**src/hw/rtl/assert_macros.svh**
```systemverilog
// ----------------------------------------------------------------------------
// assert_macros.svh
// Shared concurrent assertion macros for the frame rate monitor RTL.
// ----------------------------------------------------------------------------
`ifndef ASSERT_MACROS_SVH
`define ASSERT_MACROS_SVH

// The condition must hold at every rising clock edge outside reset.
`define ASSERT_ALWAYS(label, clk, rst_n, cond, msg) \
    label: assert property (@(posedge clk) disable iff (!rst_n) (cond)) \
        else $error(msg);

// When the antecedent holds, the consequent must hold in the same cycle.
`define ASSERT_IMPLIES(label, clk, rst_n, ante, cons, msg) \
    label: assert property (@(posedge clk) disable iff (!rst_n) (ante) |-> (cons)) \
        else $error(msg);

// When the antecedent holds, the consequent must hold in the next cycle.
`define ASSERT_NEXT(label, clk, rst_n, ante, cons, msg) \
    label: assert property (@(posedge clk) disable iff (!rst_n) (ante) |=> (cons)) \
        else $error(msg);

`endif

```
**src/hw/rtl/frm_pkg.sv**
```systemverilog
// ----------------------------------------------------------------------------
// frm_pkg
// Widths, constants and shared types of the frame rate monitor.
// ----------------------------------------------------------------------------
`timescale 1ns / 1ps

package frm_pkg;

    // Field and counter widths.
    localparam int RATE_W    = 8;
    localparam int CNT_W     = 32;
    localparam int ELAPSED_W = 40;
    localparam int FPS_W     = 16;
    localparam int FT_W      = 20;
    localparam int FRAC_BITS = 8;

    // Shared multiplier and divider widths.
    localparam int MUL_A_W   = CNT_W + 1;
    localparam int MUL_B_W   = 20;
    localparam int NUM_W     = MUL_A_W + MUL_B_W;
    localparam int DEN_W     = CNT_W + 1;
    localparam int DIV_CNT_W = $clog2(NUM_W + 1);

    // Constants.
    localparam logic [MUL_B_W-1:0] US_PER_SEC   = 20'd1000000;
    localparam logic [RATE_W-1:0]  DEFAULT_RATE = 8'd60;

    // Sequencer states.
    typedef enum logic [2:0] {
        S_IDLE,
        S_UPDATE,
        S_MUL,
        S_LOAD,
        S_DIV,
        S_FINISH
    } t_state;

    // Quantity being computed by the shared multiplier and divider.
    typedef enum logic [1:0] {
        OP_EL,
        OP_CUR,
        OP_AVG,
        OP_FT
    } t_op;

    // Divider status toward the sequencer.
    typedef struct packed {
        logic busy;
        logic done;
    } t_div_stat;

endpackage

```
**src/hw/rtl/frame_rate_monitor.sv**
```systemverilog
// ----------------------------------------------------------------------------
// frame_rate_monitor
// Per-frame rate statistics: elapsed time, windowed fps, average fps and
// the display time of each unique frame.
//
// Input channel: one transfer per captured frame carrying its uniqueness
// flag. The block stalls the input while it works on a frame and takes the
// next one once the result sits in the output register.
// Output channel: one transfer per frame with all statistics. A result waits
// in the output register while the receiver stalls; a following frame is
// still taken and computed, and is held until the register frees up.
// Each frame takes two to four divisions (four while the window fills and
// the frame is unique) in one shared 53-step restoring divider; the block
// passes through idle between frames.
// Writing capture_rate restarts the measurement. Reset sets the rate to 60
// and clears all counters; ring slots not yet written since the restart read
// as zero through the frame count, so no clearing pass is needed.
// ----------------------------------------------------------------------------
`timescale 1ns / 1ps

`include "assert_macros.svh"

module frame_rate_monitor #(
    parameter int MAX_WINDOW = 256
) (
    input  logic                          i_clk,
    input  logic                          i_rst_n,
    // Configuration.
    input  logic                          i_cfg_we,
    input  logic [frm_pkg::RATE_W-1:0]    i_cfg_wdata,
    // Input channel.
    input  logic                          i_in_valid,
    output logic                          o_in_stall,
    input  logic                          i_unique_frame,
    // Output channel.
    output logic                          o_out_valid,
    input  logic                          i_out_stall,
    output logic [frm_pkg::ELAPSED_W-1:0] o_elapsed_us,
    output logic [frm_pkg::FPS_W-1:0]     o_current_fps_q8,
    output logic [frm_pkg::FPS_W-1:0]     o_average_fps_q8,
    output logic [frm_pkg::FT_W-1:0]      o_frame_time_us,
    output logic                          o_was_unique
);

    localparam int AW = $clog2(MAX_WINDOW);
    localparam int PW = (AW > frm_pkg::RATE_W) ? AW : frm_pkg::RATE_W;

    // Effective rate: zero means the default, and the window caps it.
    function automatic logic [frm_pkg::RATE_W-1:0] f_eff_rate(
        input logic [frm_pkg::RATE_W-1:0] cap
    );
        logic [10:0] c;
        c = (cap == '0) ? 11'(frm_pkg::DEFAULT_RATE) : 11'(cap);
        if (int'(c) > MAX_WINDOW) begin
            c = 11'(MAX_WINDOW);
        end
        return frm_pkg::RATE_W'(c);
    endfunction

    // Control registers.
    frm_pkg::t_state r_state, n_state;
    frm_pkg::t_op    r_op, n_op;
    logic [frm_pkg::RATE_W-1:0] r_rate, n_rate;
    logic [PW-1:0]              r_wpos, n_wpos;
    logic [frm_pkg::RATE_W-1:0] r_wc, n_wc;
    logic [frm_pkg::CNT_W-1:0]  r_frames, n_frames;
    logic [frm_pkg::CNT_W-1:0]  r_unique, n_unique;
    logic [frm_pkg::RATE_W-1:0] r_zrun, n_zrun;
    logic                       r_seen, n_seen;
    logic                       r_out_valid, n_out_valid;

    // Per-frame working registers.
    logic [PW-1:0]                r_pos, n_pos;
    logic                         r_u, n_u;
    logic [frm_pkg::RATE_W-1:0]   r_z, n_z;
    logic                         r_fill, n_fill;
    logic [frm_pkg::DEN_W-1:0]    r_n1, n_n1;
    logic [frm_pkg::NUM_W-1:0]    r_prod, n_prod;
    logic [frm_pkg::ELAPSED_W-1:0] r_elapsed, n_elapsed;
    logic [frm_pkg::FPS_W-1:0]    r_cur, n_cur;
    logic [frm_pkg::FPS_W-1:0]    r_avg, n_avg;
    logic [frm_pkg::FT_W-1:0]     r_ft, n_ft;

    // Output payload registers.
    logic [frm_pkg::ELAPSED_W-1:0] r_out_elapsed, n_out_elapsed;
    logic [frm_pkg::FPS_W-1:0]     r_out_cur, n_out_cur;
    logic [frm_pkg::FPS_W-1:0]     r_out_avg, n_out_avg;
    logic [frm_pkg::FT_W-1:0]      r_out_ft, n_out_ft;
    logic                          r_out_u, n_out_u;

    // Datapath wires.
    logic [PW-1:0]                pos_now;
    logic [PW-1:0]                pos_inc;
    logic [frm_pkg::RATE_W-1:0]   rate_m1;
    logic                         old_flag;
    logic [frm_pkg::RATE_W-1:0]   wc_new;
    logic [frm_pkg::MUL_A_W-1:0]  mul_a;
    logic [frm_pkg::MUL_B_W-1:0]  mul_b;
    logic                         mul_scale;
    logic [frm_pkg::NUM_W-1:0]    mul_p;
    logic [frm_pkg::DEN_W-1:0]    div_den;
    logic [frm_pkg::NUM_W-1:0]    div_num;
    logic [frm_pkg::NUM_W-1:0]    div_quo;
    frm_pkg::t_div_stat           div_stat;
    logic                         div_start;
    logic                         ram_re;
    logic                         ram_we;
    logic [0:0]                   ram_rdata;

    // Ring of uniqueness flags.
    frm_ram #(
        .WIDTH (1),
        .DEPTH (MAX_WINDOW)
    ) u_ring (
        .i_clk   (i_clk),
        .i_we    (ram_we),
        .i_waddr (r_pos[AW-1:0]),
        .i_wdata (r_u),
        .i_re    (ram_re),
        .i_raddr (pos_now[AW-1:0]),
        .o_rdata (ram_rdata)
    );

    // Shared divider.
    frm_div u_div (
        .i_clk   (i_clk),
        .i_rst_n (i_rst_n),
        .i_start (div_start),
        .i_num   (div_num),
        .i_den   (div_den),
        .o_quo   (div_quo),
        .o_stat  (div_stat)
    );

    // Ring position and window bookkeeping.
    always_comb begin
        pos_now  = (r_wpos < PW'(r_rate)) ? r_wpos : '0;
        pos_inc  = r_pos + PW'(1);
        rate_m1  = r_rate - frm_pkg::RATE_W'(1);
        // A slot not written since the restart reads as zero.
        old_flag = (r_frames > frm_pkg::CNT_W'(r_pos)) & ram_rdata[0];
        wc_new   = r_wc - frm_pkg::RATE_W'(old_flag) + frm_pkg::RATE_W'(r_u);
    end

    // Operand selection for the shared multiplier and divider.
    always_comb begin
        mul_a     = r_n1;
        mul_b     = frm_pkg::US_PER_SEC;
        mul_scale = 1'b0;
        div_den   = frm_pkg::DEN_W'(r_rate);
        case (r_op)
            frm_pkg::OP_EL: begin
                mul_a   = r_n1;
                mul_b   = frm_pkg::US_PER_SEC;
                div_den = frm_pkg::DEN_W'(r_rate);
            end
            frm_pkg::OP_CUR: begin
                mul_a     = frm_pkg::MUL_A_W'(r_wc);
                mul_b     = frm_pkg::MUL_B_W'(r_rate);
                mul_scale = 1'b1;
                div_den   = r_n1;
            end
            frm_pkg::OP_AVG: begin
                mul_a     = frm_pkg::MUL_A_W'(r_unique);
                mul_b     = frm_pkg::MUL_B_W'(r_rate);
                mul_scale = 1'b1;
                div_den   = r_n1;
            end
            frm_pkg::OP_FT: begin
                mul_a   = frm_pkg::MUL_A_W'(r_z) + frm_pkg::MUL_A_W'(1);
                mul_b   = frm_pkg::US_PER_SEC;
                div_den = frm_pkg::DEN_W'(r_rate);
            end
            default: begin
                mul_a = r_n1;
            end
        endcase
        mul_p   = mul_a * mul_b;
        // Round to nearest: add half the divisor before dividing.
        div_num = r_prod + frm_pkg::NUM_W'(div_den >> 1);
    end

    // Sequencer: next state and next register values.
    always_comb begin
        n_state       = r_state;
        n_op          = r_op;
        n_rate        = r_rate;
        n_wpos        = r_wpos;
        n_wc          = r_wc;
        n_frames      = r_frames;
        n_unique      = r_unique;
        n_zrun        = r_zrun;
        n_seen        = r_seen;
        n_out_valid   = r_out_valid;
        n_pos         = r_pos;
        n_u           = r_u;
        n_z           = r_z;
        n_fill        = r_fill;
        n_n1          = r_n1;
        n_prod        = r_prod;
        n_elapsed     = r_elapsed;
        n_cur         = r_cur;
        n_avg         = r_avg;
        n_ft          = r_ft;
        n_out_elapsed = r_out_elapsed;
        n_out_cur     = r_out_cur;
        n_out_avg     = r_out_avg;
        n_out_ft      = r_out_ft;
        n_out_u       = r_out_u;
        ram_re        = 1'b0;
        ram_we        = 1'b0;
        div_start     = 1'b0;

        // Output register drains on a transfer.
        if (r_out_valid && !i_out_stall) begin
            n_out_valid = 1'b0;
        end

        // A rate write restarts the measurement.
        if (i_cfg_we) begin
            n_rate   = f_eff_rate(i_cfg_wdata);
            n_wpos   = '0;
            n_wc     = '0;
            n_frames = '0;
            n_unique = '0;
            n_zrun   = '0;
            n_seen   = 1'b0;
        end

        case (r_state)
            frm_pkg::S_IDLE: begin
                // Take a frame and fetch the flag it replaces.
                if (i_in_valid) begin
                    n_u     = i_unique_frame;
                    n_pos   = pos_now;
                    ram_re  = 1'b1;
                    n_state = frm_pkg::S_UPDATE;
                end
            end
            frm_pkg::S_UPDATE: begin
                ram_we = 1'b1;
                n_wc   = wc_new;
                n_cur  = {wc_new, {frm_pkg::FRAC_BITS{1'b0}}};
                n_ft   = '0;
                if (r_u && (r_unique != '1)) begin
                    n_unique = r_unique + frm_pkg::CNT_W'(1);
                end
                // Zeros back to the last unique frame, capped below the rate.
                if (r_seen && (r_zrun < rate_m1)) begin
                    n_z = r_zrun;
                end else begin
                    n_z = rate_m1;
                end
                if (r_u) begin
                    n_zrun = '0;
                    n_seen = 1'b1;
                end else if (r_zrun != '1) begin
                    n_zrun = r_zrun + frm_pkg::RATE_W'(1);
                end
                n_fill = (r_frames < frm_pkg::CNT_W'(r_rate));
                n_n1   = frm_pkg::DEN_W'(r_frames) + frm_pkg::DEN_W'(1);
                if (r_frames != '1) begin
                    n_frames = r_frames + frm_pkg::CNT_W'(1);
                end
                n_wpos  = (pos_inc == PW'(r_rate)) ? '0 : pos_inc;
                n_op    = frm_pkg::OP_EL;
                n_state = frm_pkg::S_MUL;
            end
            frm_pkg::S_MUL: begin
                n_prod  = mul_scale ? (mul_p << frm_pkg::FRAC_BITS) : mul_p;
                n_state = frm_pkg::S_LOAD;
            end
            frm_pkg::S_LOAD: begin
                div_start = 1'b1;
                n_state   = frm_pkg::S_DIV;
            end
            frm_pkg::S_DIV: begin
                // Store the saturated quotient and pick the next quantity.
                if (div_stat.done) begin
                    case (r_op)
                        frm_pkg::OP_EL: begin
                            n_elapsed = (|div_quo[frm_pkg::NUM_W-1:frm_pkg::ELAPSED_W])
                                        ? '1 : div_quo[frm_pkg::ELAPSED_W-1:0];
                            n_op      = r_fill ? frm_pkg::OP_CUR : frm_pkg::OP_AVG;
                            n_state   = frm_pkg::S_MUL;
                        end
                        frm_pkg::OP_CUR: begin
                            n_cur   = (|div_quo[frm_pkg::NUM_W-1:frm_pkg::FPS_W])
                                      ? '1 : div_quo[frm_pkg::FPS_W-1:0];
                            n_op    = frm_pkg::OP_AVG;
                            n_state = frm_pkg::S_MUL;
                        end
                        frm_pkg::OP_AVG: begin
                            n_avg = (|div_quo[frm_pkg::NUM_W-1:frm_pkg::FPS_W])
                                    ? '1 : div_quo[frm_pkg::FPS_W-1:0];
                            if (r_u) begin
                                n_op    = frm_pkg::OP_FT;
                                n_state = frm_pkg::S_MUL;
                            end else begin
                                n_state = frm_pkg::S_FINISH;
                            end
                        end
                        frm_pkg::OP_FT: begin
                            n_ft    = (|div_quo[frm_pkg::NUM_W-1:frm_pkg::FT_W])
                                      ? '1 : div_quo[frm_pkg::FT_W-1:0];
                            n_state = frm_pkg::S_FINISH;
                        end
                        default: begin
                            n_state = frm_pkg::S_FINISH;
                        end
                    endcase
                end
            end
            frm_pkg::S_FINISH: begin
                // Hand the result over once the output register is free.
                if (!r_out_valid || !i_out_stall) begin
                    n_out_valid   = 1'b1;
                    n_out_elapsed = r_elapsed;
                    n_out_cur     = r_cur;
                    n_out_avg     = r_avg;
                    n_out_ft      = r_ft;
                    n_out_u       = r_u;
                    n_state       = frm_pkg::S_IDLE;
                end
            end
            default: begin
                n_state = frm_pkg::S_IDLE;
            end
        endcase
    end

    // Control state with reset.
    always_ff @(posedge i_clk) begin
        if (!i_rst_n) begin
            r_state     <= frm_pkg::S_IDLE;
            r_op        <= frm_pkg::OP_EL;
            r_rate      <= f_eff_rate(frm_pkg::DEFAULT_RATE);
            r_wpos      <= '0;
            r_wc        <= '0;
            r_frames    <= '0;
            r_unique    <= '0;
            r_zrun      <= '0;
            r_seen      <= 1'b0;
            r_out_valid <= 1'b0;
        end else begin
            r_state     <= n_state;
            r_op        <= n_op;
            r_rate      <= n_rate;
            r_wpos      <= n_wpos;
            r_wc        <= n_wc;
            r_frames    <= n_frames;
            r_unique    <= n_unique;
            r_zrun      <= n_zrun;
            r_seen      <= n_seen;
            r_out_valid <= n_out_valid;
        end
    end

    // Working and payload registers.
    always_ff @(posedge i_clk) begin
        r_pos         <= n_pos;
        r_u           <= n_u;
        r_z           <= n_z;
        r_fill        <= n_fill;
        r_n1          <= n_n1;
        r_prod        <= n_prod;
        r_elapsed     <= n_elapsed;
        r_cur         <= n_cur;
        r_avg         <= n_avg;
        r_ft          <= n_ft;
        r_out_elapsed <= n_out_elapsed;
        r_out_cur     <= n_out_cur;
        r_out_avg     <= n_out_avg;
        r_out_ft      <= n_out_ft;
        r_out_u       <= n_out_u;
    end

    // Ports.
    assign o_in_stall       = (r_state != frm_pkg::S_IDLE);
    assign o_out_valid      = r_out_valid;
    assign o_elapsed_us     = r_out_elapsed;
    assign o_current_fps_q8 = r_out_cur;
    assign o_average_fps_q8 = r_out_avg;
    assign o_frame_time_us  = r_out_ft;
    assign o_was_unique     = r_out_u;

    // Assertions.
    `ASSERT_ALWAYS(a_wc_le_rate, i_clk, i_rst_n, r_wc <= r_rate,
        "window count exceeds the ring length")
    `ASSERT_ALWAYS(a_wpos_in_ring, i_clk, i_rst_n, r_wpos < PW'(r_rate),
        "write position outside the ring")
    `ASSERT_IMPLIES(a_done_in_div, i_clk, i_rst_n, div_stat.done,
        r_state == frm_pkg::S_DIV, "divider finished outside the wait state")
    `ASSERT_IMPLIES(a_start_idle_div, i_clk, i_rst_n, r_state == frm_pkg::S_LOAD,
        !div_stat.busy, "divider started while busy")
    `ASSERT_NEXT(a_finish_loads, i_clk, i_rst_n,
        (r_state == frm_pkg::S_FINISH) && (!r_out_valid || !i_out_stall),
        r_out_valid && (r_state == frm_pkg::S_IDLE), "finished result not presented")
    `ASSERT_IMPLIES(a_ft_only_unique, i_clk, i_rst_n, r_out_valid,
        (r_out_ft == '0) || r_out_u, "frame time on a repeated frame")

endmodule

```
**src/hw/rtl/frm_ram.sv**
```systemverilog
// ----------------------------------------------------------------------------
// frm_ram
// Generic single-write, single-read RAM with a registered read port.
// ----------------------------------------------------------------------------
`timescale 1ns / 1ps

module frm_ram #(
    parameter int WIDTH = 1,
    parameter int DEPTH = 256
) (
    input  logic                     i_clk,
    input  logic                     i_we,
    input  logic [$clog2(DEPTH)-1:0] i_waddr,
    input  logic [WIDTH-1:0]         i_wdata,
    input  logic                     i_re,
    input  logic [$clog2(DEPTH)-1:0] i_raddr,
    output logic [WIDTH-1:0]         o_rdata
);

    logic [WIDTH-1:0] r_mem [DEPTH];
    logic [WIDTH-1:0] r_rdata;

    // Write port.
    always_ff @(posedge i_clk) begin
        if (i_we) begin
            r_mem[i_waddr] <= i_wdata;
        end
    end

    // Registered read port.
    always_ff @(posedge i_clk) begin
        if (i_re) begin
            r_rdata <= r_mem[i_raddr];
        end
    end

    assign o_rdata = r_rdata;

endmodule

```
**src/hw/rtl/frm_div.sv**
```systemverilog
// ----------------------------------------------------------------------------
// frm_div
// Restoring unsigned divider, one quotient bit per cycle.
// ----------------------------------------------------------------------------
`timescale 1ns / 1ps

module frm_div (
    input  logic                       i_clk,
    input  logic                       i_rst_n,
    input  logic                       i_start,
    input  logic [frm_pkg::NUM_W-1:0]  i_num,
    input  logic [frm_pkg::DEN_W-1:0]  i_den,
    output logic [frm_pkg::NUM_W-1:0]  o_quo,
    output frm_pkg::t_div_stat         o_stat
);

    logic [frm_pkg::NUM_W-1:0]     r_quo;
    logic [frm_pkg::DEN_W-1:0]     r_rem;
    logic [frm_pkg::DEN_W-1:0]     r_den;
    logic [frm_pkg::DIV_CNT_W-1:0] r_cnt;
    logic                          r_busy;
    logic                          r_done;

    logic [frm_pkg::DEN_W:0] trial;
    logic [frm_pkg::DEN_W:0] diff;
    logic                    ge;
    logic                    last;

    // Trial subtraction of the divisor from the shifted remainder.
    always_comb begin
        trial = {r_rem, r_quo[frm_pkg::NUM_W-1]};
        diff  = trial - {1'b0, r_den};
        ge    = (trial >= {1'b0, r_den});
        last  = (r_cnt == frm_pkg::DIV_CNT_W'(frm_pkg::NUM_W - 1));
    end

    // Control: busy while quotient bits remain, done pulse after the last.
    always_ff @(posedge i_clk) begin
        if (!i_rst_n) begin
            r_busy <= 1'b0;
            r_done <= 1'b0;
            r_cnt  <= '0;
        end else begin
            r_done <= r_busy && last;
            if (i_start) begin
                r_busy <= 1'b1;
                r_cnt  <= '0;
            end else if (r_busy) begin
                r_cnt <= r_cnt + frm_pkg::DIV_CNT_W'(1);
                if (last) begin
                    r_busy <= 1'b0;
                end
            end
        end
    end

    // Datapath: the numerator shifts out as the quotient shifts in.
    always_ff @(posedge i_clk) begin
        if (i_start) begin
            r_quo <= i_num;
            r_rem <= '0;
            r_den <= i_den;
        end else if (r_busy) begin
            r_rem <= ge ? diff[frm_pkg::DEN_W-1:0] : trial[frm_pkg::DEN_W-1:0];
            r_quo <= {r_quo[frm_pkg::NUM_W-2:0], ge};
        end
    end

    assign o_quo       = r_quo;
    assign o_stat.busy = r_busy;
    assign o_stat.done = r_done;

endmodule
```
**config.mk**
```make
export PLATFORM = sky130hd
export DESIGN_NAME = frame_rate_monitor
export DESIGN_NICKNAME = d
export VERILOG_FILES = /design/src/hw/rtl/frm_pkg.sv /design/src/hw/rtl/frame_rate_monitor.sv /design/src/hw/rtl/frm_ram.sv /design/src/hw/rtl/frm_div.sv
export VERILOG_INCLUDE_DIRS = /design/src /design/src/hw/rtl
export SDC_FILE = /design/constraint.sdc
export NUM_CORES = 2
export LEC_CHECK = 0
export BUFFER_PORTS_ARGS = -buffer_cell sky130_fd_sc_hd__buf_2
export CAP_MARGIN = 5
export CORE_UTILIZATION = 56
export DETAILED_ROUTE_END_ITERATION = 10
export GPL_TIMING_DRIVEN = 0
export PLACE_DENSITY = 0.72
export SYNTH_ARGS = -nofsm -noshare
export SYNTH_HDL_FRONTEND = slang
export SYNTH_SLANG_ARGS = --single-unit
```
**constraint.sdc**
```tcl
create_clock -name i_clk -period 18.2 [get_ports i_clk]
set_input_delay 3.64 -clock i_clk [delete_from_list [all_inputs] [get_ports i_clk]]
set_output_delay 3.64 -clock i_clk [all_outputs]
set_load 0.02 [all_outputs]
```
==> flow_summary.toml <==
[floorplan]
core_sq_mm = 0.0933
die-height_um = 309
die_w_um = 309
num_rows = 112
ios = 109
dieArea_sq_mm = 0.0954
initial_core_util_pct = 56.5

[synth]
synth-edff-count = 632
async_reset_ff_share_pct = 0
synth_nets = 5915
synth.area.mux_share_pct = 2.16
yosys.area_share.adder_pct = 22.0
synth_top_area_share_pct = 36.0
synthSimpleGateAreaFrac_pct = 14.9
ys_seq_area_share_pct = 41.4
avgSynthCellArea_sq_um = 10.2
yosys_register_bits = 776
synth-main-ff-cell = "edfxtp_1"
synth_top_area_cell = "edfxtp_1"
synth.area.top_cells = "edfxtp_1 (36%), fa_1 (13%), ha_1 (8.6%)"
netlist_instances = 5186
synth_warnings = 0
synth.distinct_cells = 96
synth.cell_area_sq_mm = 0.0528
synth-xor-area-share_pct = 3.34
synth_top_family_by_area = "adder cells"
synth_compound_area_share_pct = 11.0

[status]
violations = "DRC"
outcome = "finished with violations"

[routing]
vias = 40300
wirelength_mm = 152
drtAntennaViolNets = 0
drc = 1
initialDrtViolationCount = 4782
wl_per_cell_um = 22.7
viasPerCell = 6.01
drt_pre_antenna_iters = 11

[timing]
setup_tns_ns = 0
rsz0062_at_grt = "no"
hold_viol = 0
final.min_clock_period_ns = 10.60
skew_ns = 0.0445
finalSetupViolCount = 0
fmax_ghz = 0.0943
drv_slew = 0
fin_crit_sh_pct = 58.2
slew_headroom_pct = 1.74
worst_pin_slew_ns = 1.47

[global_route]
grt_pass1_wl_mm = 231
track_usage_pct = 32.0
grt_start_max_net_pins = 44
grt_pass1_vias = 39300
antenna_found_initial = 1
gr-total-overflow = 0

[final_layout]
area_growth_pct = 10.3
final_cell_mix = "nor2_1 (689), edfxtp_1 (632), nand2_1 (535)"
regArea_sq_mm = 0.0219
layout.cells.most_common = "nor2_1"
fillers = 7642
nNetsFinal = 6125
multi_input_area_sq_mm = 0.0282
antenna_cells = 0
drive_gt1_share_pct = 7.67

[worst_setup_path]
worstSetupPathType = "flop to flop"
critPathRequiredTime_ns = 18.55
crit_arrival_ns = 10.95
crit_path_frequent_cell = "fa_1"
critPathCaptureType = "flop"
slowest_stage = "buf_1"
cp-start-kind = "flop"
max_stage_delay_ns = 0.87
cp_num_buf_inv = 9
crit_family = "adder cells"
critPathMaxFanout = 10

[clock_network]
cts_tree = "built"
numCtsBuffers = 81
clockBufferDepth = 3
hold_buffers = 0
cts.clk_slew.worst_paths_ns = 0.06
clk_latency_ns = 0.66
cts_num_sinks = 776
post_cts_buffers = 0
cts_root_buf = "clkbuf_16"
htreeDepth = 3
cts_resized = 0

[place]
globalplace.congestion = 1.02
numPortBuffers = 108
dp_hpwl_mm = 118

[flow_run]
drv_cap = 0

[worst_hold_path]
hp-class = "flop to flop"
==> cell families after synthesis <==
logic type	Yosys count
simple gates	1759
compound gates	921
flops	776
fa+ha+maj	717
buf+inv	715
xor+xnor	201
mux	96
other cells	1
==> stage by stage <==
step	utilization (%)	instances	instance area, sq um	worst slack, ns	hold slack (ns)
4_1_cts	62.3	6718	58200	7.73	0.418
3_3_place_gp	58.8	6548	54900	7.55	0.402
6_report	62.3	6718	58200	7.60	0.417
2_1_floorplan	-	5186	52800	9.59	0.400
5_1_grt	62.3	6718	58200	7.12	0.419
3_5_place_dp	59.3	6567	55300	7.81	0.405
==> state kept, by name (all words and copies together), names as in the netlist, 20 cells and up <==
signal / count
r_prod: 53
u_ring.r_mem: 256
u_div.r_den: 33
r_n1: 33
o_elapsed_us: 40
u_div.r_rem: 33
o_frame_time_us: 20
r_frames: 32
r_unique: 32
r_ft: 20
u_div.o_quo: 53
r_elapsed: 40
==> worst paths after layout <==
check | to | cells past startpoint | start | slack [ns]
setup reg to reg | r_prod[52] | 30 | r_op[0] | 7.60
hold reg to reg | o_elapsed_us[34] | 0 | r_elapsed[34] | 0.42
setup / recovery | r_prod[52] | 30 | r_op[0] | 7.60
hold / removal | o_elapsed_us[34] | 0 | r_elapsed[34] | 0.42
==> cell type report <==
type	instances	share of cell area (%)
well taps	1254	2.70
plain buffers	231	1.53
clock inverters	58	1.21
multi-input cells	3695	48.5
inverters	484	3.12
clock buffers	93	3.70
flip-flops and latches	776	37.6
repair buffers	127	1.67
==> layer usage <==
metal	routed length, um	vias to the layer above	share of wire [%]	global-route usage [%]
li1	-	18300	-	-
met1	60200	19500	40	41.7
met2	68700	2063	45	49.9
met3	13300	478	8.7	5.76
met4	10200	2	6.7	19.4
met5	10	-	0.0066	0
==> cell usage after synthesis (all sizes together) (13+ instances only) <==
| cell | instances |
|---|---|
| xor2 | 66 |
| o21ai | 254 |
| o21a | 43 |
| inv | 480 |
| buf | 31 |
| a211oi | 34 |
| nor3 | 44 |
| and3 | 47 |
| nand4 | 43 |
| o22ai | 15 |
| nand3b | 17 |
| o221ai | 29 |
| nand3 | 107 |
| o211ai | 14 |
| nor2 | 691 |
| a21o | 76 |
| nand2 | 536 |
| edfxtp | 632 |
| nand2b | 48 |
| clkbuf | 200 |
| xnor2 | 135 |
| a21oi | 249 |
| ha | 363 |
| nor2b | 31 |
| mux2i | 42 |
| fa | 352 |
| dfxtp | 144 |
| or3 | 23 |
| o21bai | 22 |
| and2 | 66 |
| or2 | 53 |
| a221oi | 19 |
| nor4 | 22 |
| a31oi | 46 |
| o31ai | 13 |
| a22oi | 15 |
| mux2 | 44 |
Power is not shown: default switching activity piles up to over one toggle a cycle in this logic, so the estimate is an artifact.
